**src/hdl/pwa_pkg.sv**
```systemverilog
// ----------------------------------------------------------------------------
// pwa_pkg
// Types and fixed constants shared by the pedestal waveform averager.
// ----------------------------------------------------------------------------
`default_nettype none

package pwa_pkg;

	localparam int GOAL_W = 12;
	localparam int CNT_W  = 10;
	localparam int SUM_W  = 20;
	localparam int AVG_W  = 10;
	localparam int VAL_W  = 10;
	localparam int CHANNELS = 4;

	typedef enum logic [1:0] {
		KIND_CLEAR  = 2'd0,
		KIND_SAMPLE = 2'd1,
		KIND_READ   = 2'd2,
		KIND_NONE   = 2'd3
	} kind_t;

	localparam logic [1:0] SRC_CHIP0 = 2'd0;
	localparam logic [1:0] SRC_CHIP1 = 2'd1;
	localparam logic [1:0] SRC_ADC   = 2'd2;

	localparam logic [1:0] REG_GOAL_CHIP0 = 2'd0;
	localparam logic [1:0] REG_GOAL_CHIP1 = 2'd1;
	localparam logic [1:0] REG_GOAL_ADC   = 2'd2;

	typedef struct packed {
		logic [1:0]       kind;
		logic [1:0]       source;
		logic [1:0]       channel;
		logic [7:0]       sample_index;
		logic [VAL_W-1:0] sample_value;
		logic             event_first;
		logic             event_last;
	} pwa_req_t;

	typedef struct packed {
		logic [2:0]       pending_mask;
		logic             averages_ready;
		logic [CNT_W-1:0] chip0_count;
		logic [CNT_W-1:0] chip1_count;
		logic [CNT_W-1:0] adc_count;
		logic [AVG_W-1:0] average_out;
		logic             read_refused;
		logic             goal_error;
		logic             sample_ignored;
	} pwa_res_t;

	// handshake between sequencer and divider
	typedef struct packed {
		logic              start;
		logic [SUM_W-1:0]  dividend;
		logic [GOAL_W-1:0] divisor;
	} pwa_div_cmd_t;

	typedef struct packed {
		logic             done;
		logic [SUM_W-1:0] quotient;
	} pwa_div_sts_t;

endpackage

`default_nettype wire

```
**src/hdl/pwa_div.sv**
```systemverilog
// ----------------------------------------------------------------------------
// pwa_div
// Restoring divider, one quotient bit per cycle, for sum / goal.
// ----------------------------------------------------------------------------
`default_nettype none

module pwa_div
	import pwa_pkg::*;
(
	input  wire logic         clk,
	input  wire logic         arst_n,
	input  wire pwa_div_cmd_t cmd,
	output pwa_div_sts_t      sts
);

	localparam int CW = $clog2(SUM_W + 1);

	logic [GOAL_W-1:0] rem_q;
	logic [SUM_W-1:0]  quo_q;
	logic [GOAL_W-1:0] dvs_q;
	logic [CW-1:0]     cnt_q;
	logic              run_q;
	logic              done_q;
	logic [GOAL_W:0]   trial;
	logic              fits;

	always_comb begin
		trial = {rem_q, quo_q[SUM_W-1]};
		fits  = trial >= {1'b0, dvs_q};
	end

	always_ff @(posedge clk or negedge arst_n) begin
		if (!arst_n) begin
			run_q  <= 1'b0;
			done_q <= 1'b0;
			cnt_q  <= '0;
		end else begin
			done_q <= 1'b0;
			if (cmd.start) begin
				run_q <= 1'b1;
				cnt_q <= '0;
			end else if (run_q) begin
				cnt_q <= cnt_q + 1'b1;
				if (cnt_q == CW'(SUM_W - 1)) begin
					run_q  <= 1'b0;
					done_q <= 1'b1;
				end
			end
		end
	end

	always_ff @(posedge clk) begin
		if (cmd.start) begin
			rem_q <= '0;
			quo_q <= cmd.dividend;
			dvs_q <= cmd.divisor;
		end else if (run_q) begin
			// remainder stays below the divisor, so the low bits suffice
			rem_q <= fits ? GOAL_W'(trial - {1'b0, dvs_q}) : trial[GOAL_W-1:0];
			quo_q <= {quo_q[SUM_W-2:0], fits};
		end
	end

	assign sts.done     = done_q;
	assign sts.quotient = quo_q;

endmodule

`default_nettype wire

```
**config.mk**
```make
export PLATFORM = sky130hd
export DESIGN_NAME = pwa_div
export DESIGN_NICKNAME = d
export VERILOG_FILES = /design/src/hdl/pwa_pkg.sv /design/src/hdl/pwa_div.sv
export SDC_FILE = /design/constraint.sdc
export NUM_CORES = 1
export LEC_CHECK = 0
export BUFFER_PORTS_ARGS = -buffer_cell sky130_fd_sc_hd__buf_4
export CAP_MARGIN = 5
export CORE_MARGIN = 5
export CORE_UTILIZATION = 54
export DETAILED_ROUTE_END_ITERATION = 8
export GPL_TIMING_DRIVEN = 0
export MAX_ROUTING_LAYER = met4
export PLACE_DENSITY = 0.88
export SYNTH_ARGS = -nofsm -noshare
export SYNTH_HDL_FRONTEND = slang
export SYNTH_SLANG_ARGS = --single-unit
```
**constraint.sdc**
```tcl
create_clock -name clk -period 2.5 [get_ports clk]
set_input_delay 0.25 -clock clk [delete_from_list [all_inputs] [get_ports clk]]
set_output_delay 0.25 -clock clk [all_outputs]
set_load 0.005 [all_outputs]
```
Word level (Yosys, flattened, before mapping)
Cells that the tools add are included.
- register bits: 51
- input port bits: 35
- output and inout port bits: 21
- word-level logic and storage cells: 22
- $add $sub $neg: 2
- magnitude comparators: 1
- eq/ne operators: 1
- mux-type cells: 11
- reduce and logical (&&, ||, !) cells: 1
- operators by type and width (kind ; count):
    2-to-1 mux 20 bit ; 2
    greater-or-equal comparator 13 x 12 -> 1 bit ; 1
    2-to-1 mux 12 bit ; 1
    subtractor 12 bit ; 1
    2-to-1 mux 5 bit ; 2
    2-to-1 mux 1 bit ; 6
    adder 5 x 1 -> 5 bit, second input constant ; 1
    equality test 5 bit, second input constant ; 1
    nonzero test 2 bit ; 1

Logic depth before layout (Yosys ltp)
- word-level depth: 4
- depth in mapped cells: 9
- gate-level depth less buffers: 9

Worst setup path before layout
OpenSTA, ideal clock, no wires.
- kind: register to register
- start: register quo_q[19]
- end: register rem_q[10]
- library setup time: 0.091 ns
- arrival time: 2.142 ns
- required time: 2.409 ns
- setup slack: 0.267 ns
- cell stages (with the launch flop): 10
- path buffers: 0
- clock period less this slack: 2.233 ns
- cell sequence: edfxtp_1 -> inv_1 -> ha_1 -> fa_1 -> nor2b_1 -> o21bai_1 -> a21o_1 -> a2111oi_0 -> o31ai_1 -> a311oi_1
- word-level cells in the longest chain between the ends: 2
- elaborated cells between the ends (all ways): 3
- those cells by class: add/sub (1); order compare (1); mux (1)
- ends and longest elaborated chain (element ; line ; RTL):
    start: declaration ; pwa_div.sv:19 ; logic [SUM_W-1:0] quo_q;
    start signal: assignment ; pwa_div.sv:55 ; quo_q <= cmd.dividend;
    start signal: assignment ; pwa_div.sv:60 ; quo_q <= {quo_q[SUM_W-2:0], fits};
    subtractor 12 bit / greater-or-equal comparator 13 x 12 -> 1 bit (equally long branches) ; pwa_div.sv:59, pwa_div.sv:29 ;
    2-to-1 mux 12 bit (*) ; pwa_div.sv:59 ; rem_q <= fits ? GOAL_W'(trial - {1'b0, dvs_q}) : trial[GOAL_W-1:0];
    end signal: assignment ; pwa_div.sv:59 ;
    end: declaration ; pwa_div.sv:18 ; logic [GOAL_W-1:0] rem_q;
Mark *: on every way between the ends. The rest lies on a longest branch, timed or not.
A chain may end at the register's enable or synchronous reset.

Worst setup path after layout
- start: register dvs_q[10]
- end: register rem_q[5]
- word-level cells in the longest chain between the ends: 2
- ends and longest elaborated chain (element ; line ; RTL):
    start: declaration ; pwa_div.sv:20 ; logic [GOAL_W-1:0] dvs_q;
    start signal: assignment ; pwa_div.sv:56 ; dvs_q <= cmd.divisor;
    greater-or-equal comparator 13 x 12 -> 1 bit ; pwa_div.sv:29 ; fits = trial >= {1'b0, dvs_q};
    2-to-1 mux 12 bit ; pwa_div.sv:59 ;
Every way passes these cells.

==> results.py <==
metrics = {
    "run_status": {
        "status": "finished, final reports clean",
    },
    "grt": {
        "grt_max_degree": 21,
        "groute.usage.overall": 0.2233,
        "met3_usage": 0.04933,
        "antenna_found_initial": 0,
        "met2_usage": 0.3634,
        "grt_pass1_vias": 2270,
        "grt_overflow": 0,
        "use_met1": 0.2673,
        "grt-busiest-layer": "met2",
        "grt_pass1_wl_um": 10740,
    },
    "yosys": {
        "synth_compound_area_frac": 0.1396,
        "yosysSeqAreaShare": 0.5102,
        "syn_area_um2": 2698,
        "synth_simple_gate_area_frac": 0.1262,
        "synth_top_family_by_area": "compound AO/OA/AOI/OAI gates",
        "ys_types": 45,
        "muxShareOfSynthArea": 0.09091,
        "synth_flop_cell": "edfxtp_1",
        "yosys_warnings": 0,
        "synth_fa_ha_area_frac": 0.06772,
        "synth_xor_area_frac": 0.02597,
        "ys_ff_latch": 51,
        "async_flop_share": 0.1373,
        "syn-instance-count": 244,
        "synth.avg_cell_area_um2": 11.06,
        "synth_fp_nets": 293,
        "synth_edf_count": 32,
    },
    "sta": {
        "slew_headroom": 0.6249,
        "slew_violations": 0,
        "finalSetupTns_ns": 0,
        "worst_pin_slew_ns": 0.5626,
        "rsz0062_at_grt": "yes",
        "hold_violations": 0,
        "timing.hold.ws_ns": 0.1034,
        "period_share": 0.9734,
        "setup-violations-final": 0,
        "fin_skew_ns": 0.01511,
        "fin_crit_ns": 2.434,
        "maxClockFrequency_mhz": 410.9,
    },
    "cts": {
        "clockBufferDepth": 2,
        "htreeDepth": 2,
        "cts_tree": "yes",
        "cts.sinks": 51,
        "clk_pin_slew_ns": 0.10,
        "cts_made_buffers": 5,
        "clk_latency_ns": 0.32,
        "cts-root-buf": "clkbuf_8",
    },
    "layout": {
        "finish.net_count": 359,
        "area_delta_synth_final_pct": 27.41,
        "fin_cells": 378,
        "fill_cells": 341,
        "multi_input_area_um2": 1292,
        "n_antenna_cell": 0,
        "drive_above_1_share": 0.3312,
        "layout_commonest_cell": "buf_4",
        "area.sequential_um2": 1376,
        "final_cell_area_um2": 3437,
        "layout_common_cells": "59 x buf_4, 32 x edfxtp_1, 22 x nor2_1, 20 x mux2_2, 19 x nand2_1",
    },
    "placed_design": {
        "io_buffers": 55,
        "placed_cells": 366,
        "dpl.hpwl_um": 4528,
        "routabilityCongestion": 0.8932,
        "place_area_um2": 3194,
    },
    "power": {
        "p_sw_mw": 1.075,
        "comb_power_share": 0.403,
        "ir_worst_vdd_uv": 431.7,
        "power_mw": 3.072,
        "switching_share": 0.3500,
        "pwr-share-seq": 0.376,
        "pwr-share-clk": 0.221,
        "power.internal_mw": 1.997,
        "p_leak_nw": 1.441,
        "power_per_cell_area_nw_per_um2": 893.9,
    },
    "hold_path": {
        "hp-class": "in2reg",
    },
    "floorplan": {
        "num_io_pins": 56,
        "start_util": 0.5637,
        "coreArea_um2": 4786,
        "row_count": 25,
        "die_w_um": 80.68,
        "die_area_um2": 6509,
        "die_y_um": 80.68,
    },
    "setup_path": {
        "critPathArrivalTime_ns": 2.67,
        "path_class": "reg2reg",
        "crit_fanout": 8,
        "crit_path_end_kind": "flip-flop",
        "crit_required_ns": 2.74,
        "crit_path_start_kind": "flip-flop",
    },
    "routing": {
        "vias_per_cell": 5.868,
        "wl_um": 6518,
        "vias": 2218,
        "ant_nets": 0,
        "firstDrtPassIters": 4,
        "drt-initial-drc-count": 155,
        "drcViolationCount": 0,
        "wl_per_cell_um": 17.24,
    },
    "run": {
        "max-cap-violations": 0,
    },
}
[synthesized netlist by cell type (4+ instances only)]
master,instances,share of area
mux2_2,20,0.083
clkbuf_1,8,0.011
nor2_1,22,0.031
edfxtp_1,32,0.36
ha_1,13,0.060
inv_1,17,0.024
o21ai_0,4,0.0074
nand3_1,8,0.015
a21oi_1,11,0.020
nor2b_1,4,0.0093
nand2_1,20,0.028
xor2_1,5,0.016
a311oi_1,8,0.026
dfrtp_1,7,0.065
dfxtp_1,12,0.089
[cell type report]
| type | instances | area share |
|---|---|---|
| Sequential cell | 51 | 0.4004 |
| Multi-Input combinational cell | 166 | 0.3760 |
| Timing Repair Buffer | 59 | 0.1296 |
| Tap cell | 67 | 0.02439 |
| Clock buffer | 6 | 0.02111 |
| Inverter | 17 | 0.01857 |
| Clock inverter | 2 | 0.01747 |
| Buffer | 10 | 0.01238 |
[kinds of logic after synthesis]
| logic type | count (synthesis) |
|---|---|
| muxes | 22 |
| AOI/OAI and AO/OA | 50 |
| buffers and inverters | 27 |
| and+or+nand+nor | 72 |
| adders and majority gates | 14 |
| DFF | 51 |
| xor gates and xnor gates | 8 |
[stage by stage]
step | setup slack, ns | util
2_1_floorplan | 0.2674 | -
3_3_place_gp | -0.01690 | 0.6675
3_5_place_dp | -0.1636 | 0.6675
4_1_cts | 0.008706 | 0.7103
5_1_grt | -0.06073 | 0.7182
6_report | 0.06640 | 0.7182
[metal layers]
metal	vias up	wire, um
met5	-	0
li1	1034	-
met3	19	466
met1	1067	2689
met2	98	3171
met4	0	191
[state kept, by name (all words and copies together), names as in the netlist]
name,flops
cnt_q,5
done_q,1
dvs_q,12
quo_q,20
rem_q,12
run_q,1
[power groups by stage]
stage	Combinational [mW]	Clock [mW]	Sequential [mW]
global route	1.36	0.715	1.17
CTS	1.16	0.679	1.15
global placement	1.01	0	1.17
floorplan	0.766	0	1.14
finish	1.24	0.679	1.16
detailed placement	1.06	0	1.17
[what timing repair did]
item / 4_1_cts / 5_1_grt
cloned: 0 / 0
resized for setup: 8 / 8
hold buffers: 1 / 0
endpoints found under the setup margin: 9 / 12
buffers inserted: 3 / 0
hold endpoints to repair: 7 / 0
pin swaps: 2 / 2
[worst max-delay path: stages (launching register included)]
cell,delay (ns)
edfxtp_1,0.33
inv_1,0.05
ha_2,0.44
nand3_1,0.18
a2111oi_4,0.36
o31ai_4,0.18
and2_4,0.21
or3_1,0.37
a311oi_1,0.25
[worst paths after layout]
check / startpoint / end / slack [ns] / cells after the start
max in group asynchronous: arst_n / run_q$_DFF_PN0_ / 2.10 / 2
setup reg to reg: dvs_q[10]$_DFFE_PP_ / rem_q[5]$_SDFFE_PP0P_ / 0.07 / 8
hold reg to reg: rem_q[4]$_SDFFE_PP0P_ / rem_q[5]$_SDFFE_PP0P_ / 0.50 / 2
min in group asynchronous: arst_n / cnt_q[3]$_DFFE_PN0P_ / 0.28 / 2
setup / recovery: dvs_q[10]$_DFFE_PP_ / rem_q[5]$_SDFFE_PP0P_ / 0.07 / 8
hold / removal: cmd[7] / dvs_q[7]$_DFFE_PP_ / 0.10 / 1
(Power assumes the default switching activity.)
